--- config.mk ---
export PLATFORM = sky130hd
export DESIGN_NAME = ffha_ram
export DESIGN_NICKNAME = d
export VERILOG_FILES = /design/src/assert_macros.svh /design/src/ffha_ram.sv
export SDC_FILE = /design/constraint.sdc
export NUM_CORES = 1
export LEC_CHECK = 0
export ABC_AREA = 1
export BUFFER_PORTS_ARGS = -buffer_cell sky130_fd_sc_hd__buf_4
export CAP_MARGIN = 30
export CELL_PAD_IN_SITES_DETAIL_PLACEMENT = 0
export CELL_PAD_IN_SITES_GLOBAL_PLACEMENT = 1
export CORE_MARGIN = 10
export CORE_UTILIZATION = 40
export DETAILED_ROUTE_END_ITERATION = 10
export HOLD_SLACK_MARGIN = 0.02
export PLACE_DENSITY_LB_ADDON = 0.3
export SKIP_LAST_GASP = 1
export SYNTH_ARGS = -nofsm -noshare
export SYNTH_HDL_FRONTEND = slang
export SYNTH_SLANG_ARGS = --single-unit
--- constraint.sdc ---
create_clock -name clk -period 1.35 [get_ports clk]
set_clock_uncertainty 0.1 [all_clocks]
set_input_delay 0.27 -clock clk [delete_from_list [all_inputs] [get_ports clk]]
set_output_delay 0.27 -clock clk [all_outputs]
set_load 0.02 [all_outputs]
--- src/assert_macros.svh ---
`ifndef ASSERT_MACROS_SVH
`define ASSERT_MACROS_SVH
`ifndef SYNTHESIS
`define ASSERT_ALWAYS(label, clk, rst, expr) \
  label: assert property (@(posedge clk) disable iff (rst) (expr)) \
    else $error("assertion failed");
`define ASSERT_IMPLIES(label, clk, rst, ante, cons) \
  label: assert property (@(posedge clk) disable iff (rst) (ante) |-> (cons)) \
    else $error("assertion failed");
`else
`define ASSERT_ALWAYS(label, clk, rst, expr)
`define ASSERT_IMPLIES(label, clk, rst, ante, cons)
`endif
`endif

--- src/ffha_ram.sv ---
module ffha_ram #(
  parameter int WIDTH = 8,
  parameter int DEPTH = 16
) (
  input  logic                     clk,
  input  logic                     we,
  input  logic [$clog2(DEPTH)-1:0] waddr,
  input  logic [WIDTH-1:0]         wdata,
  input  logic [$clog2(DEPTH)-1:0] raddr,
  output logic [WIDTH-1:0]         rdata
);

  logic [WIDTH-1:0] mem [DEPTH];

  always_ff @(posedge clk) begin
    if (we) begin
      mem[waddr] <= wdata;
    end
    rdata <= mem[raddr];
  end

endmodule
# Word-level counts from Yosys, hierarchy flattened
# Memory sizes are Yosys's and may differ from the RTL's. A register that Yosys moved wholly into a read port is not among the register bits.
# Cells that the tools add are included.
# W data, S select, Z words.
dict set report word_totals {
  register_bits 0
  latch_bits 0
  ram_bits 128
  rom_bits 0
  inputBits 18
  memories 1
}
dict set report op_classes {
  n_addsub 0
  multipliers 0
  n_div 0
  magnitude_cmp 0
  n_eq_ne 0
  shift 0
  muxes 2
  bitwise_logic 0
  reduce_logical 0
}
# memory depth word_bits rd rd_clocked_by_memory_dff wr line_no
set memory_table {}
lappend memory_table {mem 16 8 1 1 1 ffha_ram.sv:13} ;# logic [WIDTH-1:0] mem [DEPTH];
# operator count
set op_table {}
lappend op_table {{$mux W1} 2}

# Depth between registers and ports, before layout
dict set report depth {
  ltp_word 2
  mapped_depth 8
  mapped_depth_nobuf 7
}

# Worst setup path after synthesis
# Ideal clock, no wire load.
dict set report synth_path {
  kind {input to register}
  from {input waddr[3]}
  to {memory mem[4][0], enable pin}
  setup_time_ns 0.370
  t_arrival_ns 0.851
  required_ns 0.880
  slack_ns 0.029
  cell_stages 2
  path_buffers 0
  cell_sequence {nand3b_1 > nor2_1}
}
# element line_no
set synth_lines {}
lappend synth_lines {{from (decl)} ffha_ram.sv:7} ;# input logic [$clog2(DEPTH)-1:0] waddr,
lappend synth_lines {{to (decl)} ffha_ram.sv:13}
# Straight into the memory's write port.

# Worst setup path after layout
dict set report layout_path {
  from {register rdata[5] (read register of mem)}
  to {output rdata[5]}
}
# element line_no
set layout_lines {}
lappend layout_lines {{from (decl)} ffha_ram.sv:10} ;# output logic [WIDTH-1:0] rdata
# No word-level cell between the ends.

==> summary.txt <==
Final worst slack - 42.2 ps
Post-synthesis area per instance - 10.5 sq um
CP Max Fanout - 1
Syn Std Cell Area - 0.00577 sq mm
Slowest cell on crit path - dfxtp_1
Root buf cell - clkbuf_16
Vias/cell - 4.84
Post-DRT Antenna Nets - 0
Antenna cell count - 0
Leakage power - 3.04 nW
Distinct cells, synth - 12
Slew @ Worst Pin - 295 ps
Status - completed
Post_cts resized - 0
Seq/Total Area, Yosys - 0.694
Core Area - 0.0140 sq mm
Drt initial violations - 278
Worst Path Arrival - 940 ps
Die Wd - 140 um
Drt first pass iters - 5
Clock Path Buffers - 2
Drt drc - 0
CTS tree - done
Mapped Nets - 569
Final setup vio count - 0
Antenna violations before repair - 0
# Post-CTS Setup Buffers - 0
Max rail drop VDD - 0.726 mV
Hold WS - 80.1 ps
Max-cap viol count - 0
Vias - 3886
Clk_lat worst skew - 420 ps
Overflow after GRT - 0
Clock sinks - 136
IO Count - 26
I/O Buffers - 25
Total track usage - 0.138
Hold Vio Cnt, Final - 0
Hold-fix buffers, CTS - 0
Crit-path max cell delay - 360 ps
Hold Crit Class - in2reg
Inserted Clock Buffers - 17
Tot Pwr - 10.0 mW
Yosys top cell area share - 0.667
Worst-path clk slew - 60 ps
Crit path time final - 1310 ps
Slew Limit Fails - 0
Area leader, netlist - edfxtp_1
Worst slew margin relative to its limit - 0.803
Cell family with most CP delay - flip-flops
Startpoint types - flop
Max Fclk - 765 MHz
Die height - 140 um
H-Tree Depth - 4
Crit share post-route - 0.969
Synthesized instance count - 551
Setup_tns - 0 ps
Synth area leaders - edfxtp_1 (67%), nand2_1 (11%), nand3_1 (8.4%), inv_1 (6.5%), dfxtp_1 (2.8%)
Post-Layout Cell Count - 803
Cells after DPL - 771
Nets - 628
Yosys reg bits - 136
Synth warnings - 0
Largest net degree at the start of global routing - 33
Wire per inst - 16.5 um
Worst Path Required - 980 ps
Crit path buffers/inverters - 1
Area Overhead vs Synth - 21.1%
Crit. End Element - primary output
Place WS - -150 ps
WS Path Type - reg2out
Power density cells - 1440 mW/mm^2
RSZ-0062 raised after global routing - no
Post-DP HPWL - 8.82 mm
Commonest non-fill, non-tap cell in the layout - nand2_1
First-pass GRT wire length - 20.8 mm
Most frequent cells in the layout - nand2_1 (173), edfxtp_1 (128), inv_1 (100)
Num rows - 43
Routed Wire Length - 13.2 mm
Cell Chain, Critical Path - buf_4
Final GP Congestion - 0.835
Die area - 0.0196 sq mm
Share of post-route cells with drive strength above 1 - 0.152
Vias in the first global route - 3692
Starting Density - 0.412
==> through the flow <==
stage	cell area [sq um]	utilization
floorplan	5770	-
global placement	6390	0.457
detailed placement	6390	0.457
CTS	6980	0.499
global route	6980	0.499
finish	6980	0.499
==> routing by layer <==
layer  routed length (um)  global-route usage  part of all wire  vias up
met2                 6160               0.208              0.47       95
met3                  551              0.0341             0.042       23
met1                 6130               0.181              0.46     1879
met4                  374              0.0679             0.028        0
met5                    0                   0                 0        -
li1                     -                   -                 -     1889
==> synthesized netlist by cell type <==
master	count
dfxtp_1	8
inv_2	2
nand3b_1	2
buf_4	4
buf_1	1
nand3_1	97
inv_1	100
nor2_1	17
nand2_1	173
buf_2	13
buf_6	6
edfxtp_1	128
==> worst paths after layout <==
kind,startpoint,cells past startpoint,slack (ps),to
max,rdata[5]$_DFF_P_,1,40,rdata[5]
max reg2reg,mem[7][4]$_DFFE_PP_,6,270,rdata[4]$_DFF_P_
min reg2reg,mem[12][1]$_DFFE_PP_,6,570,rdata[1]$_DFF_P_
min,wdata[0],1,80,mem[6][0]$_DFFE_PP_
==> cell families after synthesis <==
group         synth area share
buf+inv                 0.0952
flops                    0.694
simple gates             0.210
==> area by class of cell <==
| class | count | area, sq um |
|---|---|---|
| fillers | 1264 | 7000 |
| clock inverters | 12 | 154 |
| well taps | 180 | 225 |
| clock buffers | 20 | 437 |
| repair buffers | 64 | 568 |
| flip-flops and latches | 136 | 4000 |
| multi-input cells | 289 | 1210 |
| inverters | 102 | 383 |
==> where the power goes <==
part / internal, mW / total (mW) / switching, mW
combinational: 0.250 / 0.685 / 0.435
sequential: 4.72 / 4.75 / 0.0295
clock: 2.89 / 4.60 / 1.71
==> state kept, by name, summed over array words and instances, names as in the netlist <==
name   cells
mem      128
rdata      8
(Power assumes the default switching activity.)
